File: src/sv/ip6cs_pkg.sv
// Shared types, constants and helpers for the IPv6 UDP/ICMPv6 checksum checker.
// No dependencies; imported by every module of the block.
`timescale 1ns / 1ps
`default_nettype none

package ip6cs_pkg;

    localparam int unsigned POS_W = 17;

    // Byte positions within the packet
    localparam logic [POS_W-1:0] POS_PLEN_HI    = 17'd4;
    localparam logic [POS_W-1:0] POS_PLEN_LO    = 17'd5;
    localparam logic [POS_W-1:0] POS_NEXT_HDR   = 17'd6;
    localparam logic [POS_W-1:0] ADDR_START     = 17'd8;
    localparam logic [POS_W-1:0] HDR_LEN        = 17'd40;
    localparam logic [POS_W-1:0] POS_UDP_LEN_HI = 17'd44;
    localparam logic [POS_W-1:0] POS_UDP_LEN_LO = 17'd45;
    localparam logic [POS_W-1:0] POS_MAX        = 17'h1FFFF;

    localparam logic [7:0]  PROTO_UDP     = 8'd17;
    localparam logic [7:0]  PROTO_ICMP6   = 8'd58;

    // Checksum field offsets, as reported and as byte positions
    localparam logic [5:0]  UDP_CSUM_POS  = 6'd46;
    localparam logic [5:0]  ICMP_CSUM_POS = 6'd42;

    localparam logic [15:0] UDP_MIN_LEN   = 16'd8;
    localparam logic [15:0] ICMP_MIN_LEN  = 16'd4;
    localparam logic [15:0] SUM_ONES      = 16'hFFFF;
    localparam logic [15:0] SUM_ZERO      = 16'h0000;

    localparam logic [1:0]  ST_OK          = 2'd0;
    localparam logic [1:0]  ST_MISMATCH    = 2'd1;
    localparam logic [1:0]  ST_UNSUPPORTED = 2'd2;
    localparam logic [1:0]  ST_TRUNCATED   = 2'd3;

    // Snapshot of the packet state taken on its last byte
    typedef struct packed {
        logic [15:0]      sum;
        logic [15:0]      ulen;
        logic [7:0]       proto;
        logic [15:0]      rsum;
        logic [POS_W:0]   total;
    } t_fin;

    typedef struct packed {
        logic [1:0]  status;
        logic [15:0] fill_value;
        logic [5:0]  fill_offset;
        logic        is_udp;
    } t_res;

    // Upper-layer length, floored so the header holding the checksum is covered
    function automatic logic [15:0] eff_length(input logic [7:0] proto,
                                               input logic [15:0] ulen);
        logic [15:0] m;
        m = (proto == PROTO_UDP) ? UDP_MIN_LEN : ICMP_MIN_LEN;
        return (ulen < m) ? m : ulen;
    endfunction

endpackage

`default_nettype wire

File: src/sv/ip6cs_accum.sv
// Per-byte stage: input register, packet state and ones'-complement running sum.
// Hands a snapshot of the state to the result stage on the last byte. Uses ip6cs_pkg.
`timescale 1ns / 1ps
`default_nettype none

module ip6cs_accum (
    input  wire                  i_clk,
    input  wire                  i_rst_n,
    input  wire                  i_valid,
    output logic                 o_ready,
    input  wire [7:0]            i_byte,
    input  wire                  i_last,
    output logic                 o_fin_valid,
    input  wire                  i_fin_ready,
    output ip6cs_pkg::t_fin      o_fin
);
    import ip6cs_pkg::*;

    logic             r_in_valid;
    logic [7:0]       r_in_byte;
    logic             r_in_last;

    logic [POS_W-1:0] r_pos,  n_pos;
    logic [7:0]       r_proto, n_proto;
    logic [15:0]      r_ulen, n_ulen;
    logic [15:0]      r_sum,  n_sum;
    logic [7:0]       r_held, n_held;
    logic [15:0]      r_rsum, n_rsum;

    logic             r_fin_valid;
    t_fin             r_fin;

    logic             w_step;
    logic             w_fin_free;
    logic             w_udp;
    logic             w_icmp;
    logic [POS_W-1:0] w_csum_pos;
    logic [POS_W-1:0] w_up_off;
    logic [15:0]      w_word;
    logic [16:0]      w_add;
    logic [15:0]      w_sum_add;

    assign w_fin_free = !r_fin_valid || i_fin_ready;
    // A last byte waits for the snapshot slot; other bytes never stall
    assign w_step     = r_in_valid && (!r_in_last || w_fin_free);
    assign o_ready    = !r_in_valid || w_step;

    assign w_udp      = (r_proto == PROTO_UDP);
    assign w_icmp     = (r_proto == PROTO_ICMP6);
    assign w_csum_pos = w_udp ? POS_W'(UDP_CSUM_POS) : POS_W'(ICMP_CSUM_POS);
    assign w_up_off   = r_pos - HDR_LEN;

    // Even positions are high bytes of a network-order word
    assign w_word    = r_pos[0] ? {8'd0, r_in_byte} : {r_in_byte, 8'd0};
    assign w_add     = {1'b0, r_sum} + {1'b0, w_word};
    assign w_sum_add = w_add[15:0] + {15'd0, w_add[16]};

    always_comb begin
        n_pos   = (r_pos < POS_MAX) ? r_pos + POS_W'(1) : r_pos;
        n_proto = r_proto;
        n_ulen  = r_ulen;
        n_sum   = r_sum;
        n_held  = r_held;
        n_rsum  = r_rsum;
        if (r_pos == POS_PLEN_HI) begin
            n_held = r_in_byte;
        end else if (r_pos == POS_PLEN_LO) begin
            n_ulen = {r_held, r_in_byte};
        end else if (r_pos == POS_NEXT_HDR) begin
            n_proto = r_in_byte;
        end else if (r_pos >= ADDR_START && r_pos < HDR_LEN) begin
            n_sum = w_sum_add;
        end else if (r_pos >= HDR_LEN && (w_udp || w_icmp)) begin
            if (w_udp && r_pos == POS_UDP_LEN_HI) begin
                n_held = r_in_byte;
            end else if (w_udp && r_pos == POS_UDP_LEN_LO) begin
                n_ulen = {r_held, r_in_byte};
            end
            // Capture the received checksum instead of summing it
            if (r_pos == w_csum_pos) begin
                n_rsum = {r_in_byte, r_rsum[7:0]};
            end else if (r_pos == w_csum_pos + POS_W'(1)) begin
                n_rsum = {r_rsum[15:8], r_in_byte};
            end else if (w_up_off < {1'b0, eff_length(r_proto, r_ulen)}) begin
                n_sum = w_sum_add;
            end
        end
    end

    always_ff @(posedge i_clk) begin
        if (!i_rst_n) begin
            r_in_valid <= 1'b0;
        end else if (o_ready) begin
            r_in_valid <= i_valid;
        end
        if (o_ready && i_valid) begin
            r_in_byte <= i_byte;
            r_in_last <= i_last;
        end
    end

    always_ff @(posedge i_clk) begin
        if (!i_rst_n) begin
            r_pos   <= '0;
            r_proto <= '0;
            r_ulen  <= '0;
            r_sum   <= '0;
            r_held  <= '0;
            r_rsum  <= '0;
        end else if (w_step) begin
            if (r_in_last) begin
                // Packet done: start the next one from a clean state
                r_pos   <= '0;
                r_proto <= '0;
                r_ulen  <= '0;
                r_sum   <= '0;
                r_held  <= '0;
                r_rsum  <= '0;
            end else begin
                r_pos   <= n_pos;
                r_proto <= n_proto;
                r_ulen  <= n_ulen;
                r_sum   <= n_sum;
                r_held  <= n_held;
                r_rsum  <= n_rsum;
            end
        end
    end

    always_ff @(posedge i_clk) begin
        if (!i_rst_n) begin
            r_fin_valid <= 1'b0;
        end else if (w_step && r_in_last) begin
            r_fin_valid <= 1'b1;
        end else if (i_fin_ready) begin
            r_fin_valid <= 1'b0;
        end
        if (w_step && r_in_last) begin
            r_fin.sum   <= n_sum;
            r_fin.ulen  <= n_ulen;
            r_fin.proto <= n_proto;
            r_fin.rsum  <= n_rsum;
            r_fin.total <= {1'b0, r_pos} + (POS_W+1)'(1);
        end
    end

    assign o_fin_valid = r_fin_valid;
    assign o_fin       = r_fin;

endmodule

`default_nettype wire

File: src/sv/ip6cs_result.sv
// Result stage: adds the pseudo-header terms, forms and checks the checksum,
// and holds the result in the output register. Uses ip6cs_pkg.
`timescale 1ns / 1ps
`default_nettype none

module ip6cs_result (
    input  wire                  i_clk,
    input  wire                  i_rst_n,
    input  wire                  i_fin_valid,
    output logic                 o_fin_ready,
    input  ip6cs_pkg::t_fin      i_fin,
    output logic                 o_valid,
    input  wire                  i_ready,
    output ip6cs_pkg::t_res      o_res
);
    import ip6cs_pkg::*;

    logic        r_valid;
    t_res        r_res;
    t_res        n_res;

    logic        w_udp;
    logic        w_icmp;
    logic [15:0] w_eff;
    logic [17:0] w_sum3;
    logic [16:0] w_fold1;
    logic [15:0] w_fold2;
    logic [15:0] w_calc;
    logic        w_ok;

    assign o_fin_ready = !r_valid || i_ready;

    assign w_udp  = (i_fin.proto == PROTO_UDP);
    assign w_icmp = (i_fin.proto == PROTO_ICMP6);
    assign w_eff  = eff_length(i_fin.proto, i_fin.ulen);

    // Three-term ones'-complement add: fold the carries back twice
    assign w_sum3  = {2'd0, i_fin.sum} + {2'd0, i_fin.ulen} + {10'd0, i_fin.proto};
    assign w_fold1 = {1'b0, w_sum3[15:0]} + {15'd0, w_sum3[17:16]};
    assign w_fold2 = w_fold1[15:0] + {15'd0, w_fold1[16]};
    assign w_calc  = ~w_fold2;

    always_comb begin
        n_res = '0;
        w_ok  = (i_fin.rsum == w_calc) || (i_fin.rsum == SUM_ONES && w_calc == SUM_ZERO);
        if (i_fin.total < {1'b0, HDR_LEN}) begin
            n_res.status = ST_TRUNCATED;
        end else if (!w_udp && !w_icmp) begin
            n_res.status = ST_UNSUPPORTED;
        end else if (i_fin.total < ({1'b0, HDR_LEN} + {2'd0, w_eff})) begin
            n_res.status = ST_TRUNCATED;
        end else if (w_udp) begin
            // UDP reserves zero for "no checksum"
            if (i_fin.rsum == SUM_ZERO) begin
                w_ok = 1'b0;
            end
            n_res.fill_value  = (w_calc == SUM_ZERO) ? SUM_ONES : w_calc;
            n_res.fill_offset = UDP_CSUM_POS;
            n_res.is_udp      = 1'b1;
            n_res.status      = w_ok ? ST_OK : ST_MISMATCH;
        end else begin
            n_res.fill_value  = w_calc;
            n_res.fill_offset = ICMP_CSUM_POS;
            n_res.status      = w_ok ? ST_OK : ST_MISMATCH;
        end
    end

    always_ff @(posedge i_clk) begin
        if (!i_rst_n) begin
            r_valid <= 1'b0;
        end else if (o_fin_ready) begin
            r_valid <= i_fin_valid;
        end
        if (o_fin_ready && i_fin_valid) begin
            r_res <= n_res;
        end
    end

    assign o_valid = r_valid;
    assign o_res   = r_res;

endmodule

`default_nettype wire

File: src/sv/ipv6_l4_checksum_check_fill.sv
// Top level of the IPv6 UDP/ICMPv6 checksum checker: stream ports and result packing.
// Instantiates ip6cs_accum and ip6cs_result; uses ip6cs_pkg.
`timescale 1ns / 1ps
`default_nettype none

// Takes an IPv6 packet one byte per cycle from the first header byte, with
// tlast on the final byte, and returns one result per packet: status, the
// checksum to write back and its byte offset, plus an is-UDP flag in tuser.
// Bytes are accepted back to back at one per cycle with no gaps between
// packets while the output side keeps up; that rate is set by the per-byte
// running-sum add with its end-around carry fold. The result is registered;
// the last byte goes through the input and snapshot registers to the output
// register. Up to two finished results are held while the output side stalls
// before input is pushed back. There is no start-up pass after reset.
module ipv6_l4_checksum_check_fill (
    input  wire         i_clk,
    input  wire         i_rst_n,
    input  wire         i_s_axis_tvalid,
    output logic        o_s_axis_tready,
    input  wire  [7:0]  i_s_axis_tdata,   // [7:0] data_byte
    input  wire         i_s_axis_tlast,   // last_byte
    output logic        o_m_axis_tvalid,
    input  wire         i_m_axis_tready,
    output logic [23:0] o_m_axis_tdata,   // [1:0] status, [17:2] fill_value,
                                          // [23:18] fill_offset
    output logic        o_m_axis_tuser    // is_udp
);
    import ip6cs_pkg::*;

    logic  w_fin_valid;
    logic  w_fin_ready;
    t_fin  w_fin;
    t_res  w_res;

    ip6cs_accum u_accum (
        .i_clk       (i_clk),
        .i_rst_n     (i_rst_n),
        .i_valid     (i_s_axis_tvalid),
        .o_ready     (o_s_axis_tready),
        .i_byte      (i_s_axis_tdata),
        .i_last      (i_s_axis_tlast),
        .o_fin_valid (w_fin_valid),
        .i_fin_ready (w_fin_ready),
        .o_fin       (w_fin)
    );

    ip6cs_result u_result (
        .i_clk       (i_clk),
        .i_rst_n     (i_rst_n),
        .i_fin_valid (w_fin_valid),
        .o_fin_ready (w_fin_ready),
        .i_fin       (w_fin),
        .o_valid     (o_m_axis_tvalid),
        .i_ready     (i_m_axis_tready),
        .o_res       (w_res)
    );

    assign o_m_axis_tdata = {w_res.fill_offset, w_res.fill_value, w_res.status};
    assign o_m_axis_tuser = w_res.is_udp;

    // Error results carry no fill information
    a_err_fields_zero: assert property (@(posedge i_clk) disable iff (!i_rst_n)
        o_m_axis_tvalid && (o_m_axis_tdata[1:0] == ST_UNSUPPORTED ||
                            o_m_axis_tdata[1:0] == ST_TRUNCATED)
        |-> o_m_axis_tdata[23:2] == 22'd0 && !o_m_axis_tuser)
        else $error("error result with non-zero fill fields");

    // UDP never fills zero and always points at the UDP checksum
    a_udp_fill: assert property (@(posedge i_clk) disable iff (!i_rst_n)
        o_m_axis_tvalid && o_m_axis_tuser
        |-> o_m_axis_tdata[17:2] != SUM_ZERO && o_m_axis_tdata[23:18] == UDP_CSUM_POS)
        else $error("UDP result with zero fill or wrong offset");

    // Checked ICMPv6 results point at the ICMPv6 checksum
    a_icmp_offset: assert property (@(posedge i_clk) disable iff (!i_rst_n)
        o_m_axis_tvalid && !o_m_axis_tuser &&
        (o_m_axis_tdata[1:0] == ST_OK || o_m_axis_tdata[1:0] == ST_MISMATCH)
        |-> o_m_axis_tdata[23:18] == ICMP_CSUM_POS)
        else $error("ICMPv6 result with wrong offset");

endmodule

`default_nettype wire

File: config.mk
export PLATFORM = sky130hd
export DESIGN_NAME = ipv6_l4_checksum_check_fill
export DESIGN_NICKNAME = d
export VERILOG_FILES = /design/src/sv/ip6cs_pkg.sv /design/src/sv/ip6cs_accum.sv /design/src/sv/ip6cs_result.sv /design/src/sv/ipv6_l4_checksum_check_fill.sv
export SDC_FILE = /design/constraint.sdc
export NUM_CORES = 1
export LEC_CHECK = 0
export BUFFER_PORTS_ARGS = -buffer_cell sky130_fd_sc_hd__buf_2
export CELL_PAD_IN_SITES_DETAIL_PLACEMENT = 1
export CELL_PAD_IN_SITES_GLOBAL_PLACEMENT = 2
export CORE_ASPECT_RATIO = 1.25
export CORE_UTILIZATION = 38
export CTS_BUF_LIST = sky130_fd_sc_hd__clkbuf_4 sky130_fd_sc_hd__clkbuf_8
export DETAILED_ROUTE_END_ITERATION = 7
export PLACE_DENSITY_LB_ADDON = 0.1
export SYNTH_ARGS = -nofsm -noshare
export SYNTH_HDL_FRONTEND = slang
export SYNTH_SLANG_ARGS = --single-unit
File: constraint.sdc
create_clock -name i_clk -period 7.1 [get_ports i_clk]
set_input_delay 1.42 -clock i_clk [delete_from_list [all_inputs] [get_ports i_clk]]
set_output_delay 1.42 -clock i_clk [all_outputs]
set_load 0.01 [all_outputs]
; ---- Yosys cells after proc, flatten, opt, wreduce, memory -nomap -nowiden
; Index checks and enable logic that the tools add are counted.
[op_classes]
addsub = 11
order_cmp = 9
n_eq_ne = 16
muxes = 58
bitwise = 1
n_reduce_logical = 31
[op_table]
columns = cell, n
row1 = $mux W16, 28
row2 = $mux W8, 12
row3 = $eq A17 B3 Y1 const B, 3
row4 = $add A16 B16 Y17, 2
row5 = $add A17 B1 Y17 const B, 2
row6 = $eq A17 B17 Y1, 2
row7 = $eq A17 B6 Y1 const B, 2
row8 = $mux W17, 2
row9 = $add A16 B1 Y16, 2
row10 = $logic_not A16 Y1, 2
row11 = $lt A16 B16 Y1, 2
row12 = $mux W23, 1
row13 = $add A17 B1 Y18 const B, 1
row14 = $add A18 B8 Y18, 1
row15 = $lt A18 B18 Y1, 1
row16 = $lt A18 B6 Y1 const B, 1
row17 = $add A16 B2 Y17, 1
row18 = $add A6 B16 Y17 const A, 1
row19 = $ge A17 B4 Y1 const B, 1
row20 = $ge A17 B6 Y1 const B, 1
row21 = $lt A17 B16 Y1, 1
row22 = $lt A17 B17 Y1 const B, 1
row23 = $lt A17 B6 Y1 const B, 1
row24 = $sub A17 B6 Y17 const B, 1
row25 = 17 further kinds, 54
[totals]
reg_bits = 192
inputBits = 13
output_inout_bits = 27
elab_cells = 147

; ---- Logic depth before layout (Yosys ltp)
[depth]
ltp_word = 17
ltp_mapped = 39
depth_no_buf = 37

; ---- By module
; Synthesis repeated with hierarchy kept, for this count alone.
[unflattened]
cells_unflattened = 1290
area_unflattened_um2 = 12762.2
[modules_own_cells]
columns = module, n_inst, cells_each, area_per_inst_um2, seq_area_each_um2
row1 = ip6cs_accum, 1, 814, 8572.0, 4154.0
row2 = ip6cs_result, 1, 476, 4190.3, 620.6

; ---- Worst setup path before layout
; Ideal clock, no wire load.
[synth_path]
path_kind = register to register
startpoint = register u_accum.r_fin, in the netlist u_accum.o_fin[42]
endpoint = register u_result.r_res, in the netlist u_result.o_res[15], data pin
setup_time_ns = 0.149
arrival_ns = 7.051
t_required_ns = 6.951
setup_slack_ns = -0.101
path_stages_with_launch = 38
path_buffers = 2
cell_sequence = edfxtp_1 -> ha_1 -> inv_1 -> fa_1 -> nand2b_1 -> a21oi_2 -> nor2_1 -> xnor2_1 -> ha_1 -> nand2_1 -> a21boi_0 -> a21oi_1 -> nor3_4 -> o2111ai_1 -> nor3b_1 -> fa_1 -> o2111a_1 -> o2111a_1 -> [... 2 more ...] -> nand4_1 -> a211oi_2 -> nor3b_1 -> ha_1 -> ha_1 -> nand2_1 -> nor4_1 -> a21oi_1 -> xnor2_1 -> nand4_1 -> nor2_1 -> and3_1 -> nand4_1 -> or4_1 -> or3_1 -> buf_6 -> buf_12 -> a21oi_2
[synth_via]
elab_chain_len = 8
[synth_rtl]
columns = element, line
row1 = start: declaration, ip6cs_accum.sv:31  ; t_fin r_fin;
row2 = $add A16 B16 Y17, ip6cs_result.sv:38  ; assign w_sum3 = {2'd0, i_fin.sum} + {2'd0, i_fin.ulen} + {10'd0, i_fin.proto};
row3 = $add A18 B8 Y18, ip6cs_result.sv:38
row4 = $add A16 B2 Y17, ip6cs_result.sv:39  ; assign w_fold1 = {1'b0, w_sum3[15:0]} + {15'd0, w_sum3[17:16]};
row5 = $add A16 B1 Y16, ip6cs_result.sv:40  ; assign w_fold2 = w_fold1[15:0] + {15'd0, w_fold1[16]};
row6 = $not A16 Y16, ip6cs_result.sv:41  ; assign w_calc = ~w_fold2;
row7 = $logic_not A16 Y1, ip6cs_result.sv:57  ; n_res.fill_value = (w_calc == SUM_ZERO) ? SUM_ONES : w_calc;
row8 = $mux W16, ip6cs_result.sv:57
row9 = $mux W23, ip6cs_result.sv:52  ; end else if (w_udp) begin
row10 = end signal: assignment, ip6cs_result.sv:75  ; r_res <= n_res;
row11 = end: declaration, ip6cs_result.sv:19  ; t_res r_res;
; Several ways; a longest one is shown, not always the timed one.
; A chain may end at the register's enable or synchronous reset.

; ---- Worst setup path in the final report
[layout_path]
startpoint = register u_accum.r_fin, in the netlist u_accum.o_fin[42]
endpoint = register u_result.r_res, in the netlist u_result.o_res[8], data pin
; The elaborated chain is that of the path after synthesis.

==> impl_metrics.toml <==
[timing]
drv_slew = 0
min_period_ns = 7.08
worst_pin_slew_ns = 1.21
rsz0062_at_grt = "yes"
hold_viol = 0
skew_ns = 0.0134
relSlewSlack_pct = 18.9
setup_viol = 0
max_freq_mhz = 141
period_share_pct = 99.7

[clock_tree]
clockBufferDepth = 2
cts_made_buffers = 17
cts_root_buf = "clkbuf_8"
clkTransAtPathRegs_ns = 0.10
clkSinkCount = 187
clk_latency_ns = 0.50
cts_tree = "yes"
htree_levels = 4

[floorplanning]
die_y_um = 206
die-area_mm2 = 0.0339
fp.dieW_um = 165
fp-row-count = 74
ios = 40
core_mm2 = 0.0327
initial_core_util_pct = 38.6

[yosys]
synthTopCellsByArea = "edfxtp_1 25%, dfxtp_1 13%, ha_1 8.8%"
synth_top_area_share_pct = 24.5
synth_flop_cell = "edfxtp_1"
seq_area_frac_synth_pct = 37.9
async_reset_ff_share_pct = 0
yosysWarnings = 0
synth_edf_count = 103
ys_ff_latch = 187
synthCells = 1288
avgSynthCellArea_um2 = 9.78
synthDistinctLibCells = 85
synth_area_leader_cell = "edfxtp_1"
netlist_area_mm2 = 0.0126

[setup_path]
rr_startpoint = "u_accum.o_fin[42]$_DFFE_PP_"
required_ns = 7.45
worst-path-max-fanout = 4
slowest_stage = "or4_1"
slowest_delay_ns = 0.50
reg2reg_depth = 34
end_kind = "register"
r2r_setup_slack_ns = 0.02
crit_path_start = "u_accum.o_fin[42]$_DFFE_PP_"
path_common_cell = "a21oi_2"
critical_path_class = "register to register"
setup.worst_path.start_class = "register"
reg2reg_to = "u_result.o_res[8]$_SDFFCE_PP0P_"
crit_path_end = "u_result.o_res[8]$_SDFFCE_PP0P_"
crit_arrival_ns = 7.43

[global_routing]
use_met2_pct = 41.2
grt_max_degree = 86
grt.busiest_layer = "met2"
grt_util_met1_pct = 28.8
grt_pass1_vias = 10477
track_usage_pct = 23.7
grt_use_met3_pct = 2.94
antenna_found_initial = 0
grt_overflow_total = 0
grt_pass1_wl_um = 59800

[power_and_ir_drop]
switchingPower_mw = 0.669
p_per_area_mw_per_mm2 = 164
pwr-share-comb_pct = 17.1
power_frac_clock_pct = 33.6
swShare_pct = 27.8
p_seq_share_pct = 49.3
p_leak_nw = 5.59
internal_power_mw = 1.73
vdd_drop_max_v = 0.000109

[finish]
fill_cells = 3677
fin_area_mm2 = 0.0146
synthToLayoutAreaGrowth_pct = 16.2
fin_nets = 1501
diodes = 0
final_layout_size_suffix_gt1_share_pct = 22.5
final_util_pct = 44.8

[placement]
dpl.hpwl_um = 30100
placed_cell_area_mm2 = 0.0137
port_buffers = 37
place_congestion = 0.823

[route]
vias_per_cell = 5.55
drt-initial-drc-count = 442
routed_wl_um = 39100
vias = 10142
antenna_left = 0
drcViolationCount = 0
dr.pass1.iters = 5
wl_per_cell_um = 21.4

[hold_path]
worstHoldPathCells = 2
hold_class = "register to register"

[status]
status = "finished, final reports clean"

[run]
max_cap_viol_count = 0
[power groups by stage]
stage / clock network, mW / registers [mW] / logic (mW)
2_1_floorplan: 0 / 1.19 / 0.246
3_3_place_gp: 0 / 1.21 / 0.371
3_5_place_dp: 0 / 1.21 / 0.375
4_1_cts: 0.831 / 1.19 / 0.390
5_1_grt: 0.865 / 1.19 / 0.446
6_report: 0.807 / 1.19 / 0.411
[metrics by stage]
step           setup slack (ns)  power [mW]  TNS (ns)  hold slack [ns]  cells
3_3_place_gp             -0.106        1.58     -1.59            0.509   1774
6_report                 0.0205        2.40         0            0.545   1826
3_5_place_dp             -0.340        1.59     -5.14            0.525   1774
2_1_floorplan           0.00566        1.44         0            0.496   1289
4_1_cts                -0.00217        2.41  -0.00217            0.549   1813
5_1_grt                  -0.326        2.50     -5.11            0.583   1826
[worst min-delay path by stage]
stage                               startpoint                               to
6_report       u_accum.r_rsum[13]$_SDFFE_PN0P_  u_accum.r_rsum[13]$_SDFFE_PN0P_
5_1_grt         u_accum.r_rsum[5]$_SDFFE_PN0P_   u_accum.r_rsum[5]$_SDFFE_PN0P_
4_1_cts         u_accum.r_rsum[3]$_SDFFE_PN0P_   u_accum.r_rsum[3]$_SDFFE_PN0P_
3_5_place_dp    u_accum.r_rsum[3]$_SDFFE_PN0P_   u_accum.r_rsum[3]$_SDFFE_PN0P_
3_3_place_gp   u_accum.r_rsum[13]$_SDFFE_PN0P_  u_accum.r_rsum[13]$_SDFFE_PN0P_
2_1_floorplan  u_accum.r_rsum[10]$_SDFFE_PN0P_  u_accum.r_rsum[10]$_SDFFE_PN0P_
[per-layer routing]
metal	up-vias	part of all wire, %	wire, um
met5	-	0	0
met4	0	4.3	1680
met3	73	2.2	870
met2	162	49	19300
met1	4956	44	17300
li1	4951	-	-
[cell usage in the layout (no fill, tap or decap), types with 21 or more instances in the layout]
| cell | Yosys | final |
|---|---|---|
| inv_1 | 49 | 48 |
| and2_1 | 25 | 25 |
| nor2b_1 | 91 | 90 |
| o21ai_0 | 47 | 41 |
| nand4_1 | 27 | 27 |
| buf_2 | 1 | 37 |
| a22oi_1 | 72 | 72 |
| nor2_1 | 59 | 55 |
| a21oi_2 | 11 | 22 |
| a21oi_1 | 52 | 39 |
| nor4_1 | 22 | 21 |
| xor2_1 | 48 | 47 |
| mux2_2 | 42 | 42 |
| nand3_1 | 29 | 28 |
| buf_4 | 5 | 106 |
| dfxtp_1 | 84 | 84 |
| ha_1 | 89 | 81 |
| xnor2_1 | 73 | 69 |
| nand2_1 | 67 | 65 |
| edfxtp_1 | 103 | 103 |
[worst max-delay path: cells and delay by family, from the launching register on]
family	cells	cell delay (ns)
AND/OR/NAND/NOR	14	2.73
AO/OA/AOI/OAI	10	1.69
adder cells (fa/ha/maj)	5	1.32
XOR/XNOR	2	0.40
flip-flops	1	0.39
buffers and inverters	3	0.39
[cells in the mapped netlist, types with 4 or more instances]
master	instances
and2_1	25
nor4_1	22
a211o_1	8
o21ai_1	6
fa_1	4
nor3b_1	4
a21o_1	19
a21oi_2	11
o211a_1	5
o21bai_1	10
nor3_1	20
nand4b_1	4
o21ai_0	47
clkbuf_1	52
nand2_1	67
dfxtp_1	84
buf_4	5
nand2b_1	14
edfxtp_1	103
nand3_1	29
or4_1	4
o31a_1	5
and4_1	4
mux2i_1	7
o211ai_1	6
xnor2_1	73
or2_2	4
ha_1	89
a21boi_0	4
a22oi_1	72
or4b_2	4
a21oi_1	52
and3_1	20
inv_1	49
or3_1	5
a211oi_1	10
mux2_2	42
o21a_1	15
nor2b_1	91
nor2_1	59
nand4_1	27
xor2_1	48
[flip-flops by register name (all words and copies together), names as in the netlist, 8 cells and up]
register,flops
u_accum.r_proto,8
u_accum.r_pos,17
u_accum.o_fin,74
u_accum.r_in_byte,8
u_result.o_res,20
u_accum.r_ulen,16
u_accum.r_sum,16
u_accum.r_rsum,16
u_accum.r_held,8
[area by class of cell]
type                            instances  area [um2]  share of cell area [%]
Clock buffer                           21         270                    1.85
Clock inverter                         11         165                    1.13
Inverter                               49         184                    1.26
Multi-Input combinational cell        993        7670                    52.4
Sequential cell                       187        4770                    32.6
Tap cell                              418         523                    3.57
Timing Repair Buffer                  147        1050                    7.15
[timing repair]
item	4_1_cts	5_1_grt
pin swaps	5	27
gates cloned	0	1
buffers inserted	7	12
hold buffers	0	0
setup endpoints to repair	17	17
gates resized for setup	24	50
[kinds of logic (layout without fill, tap and decap cells)]
group / Yosys count / after routing / synth area share [%]
xor+xnor: 123 / 123 / 8.73
other cells: 1 / 2 / 0.0298
mux: 49 / 49 / 4.31
flops: 187 / 187 / 37.9
compound gates: 306 / 306 / 17.4
simple gates: 419 / 419 / 18.5
fa+ha+maj: 94 / 94 / 9.55
buf+inv: 109 / 228 / 3.59
(Power assumes the default switching activity.)
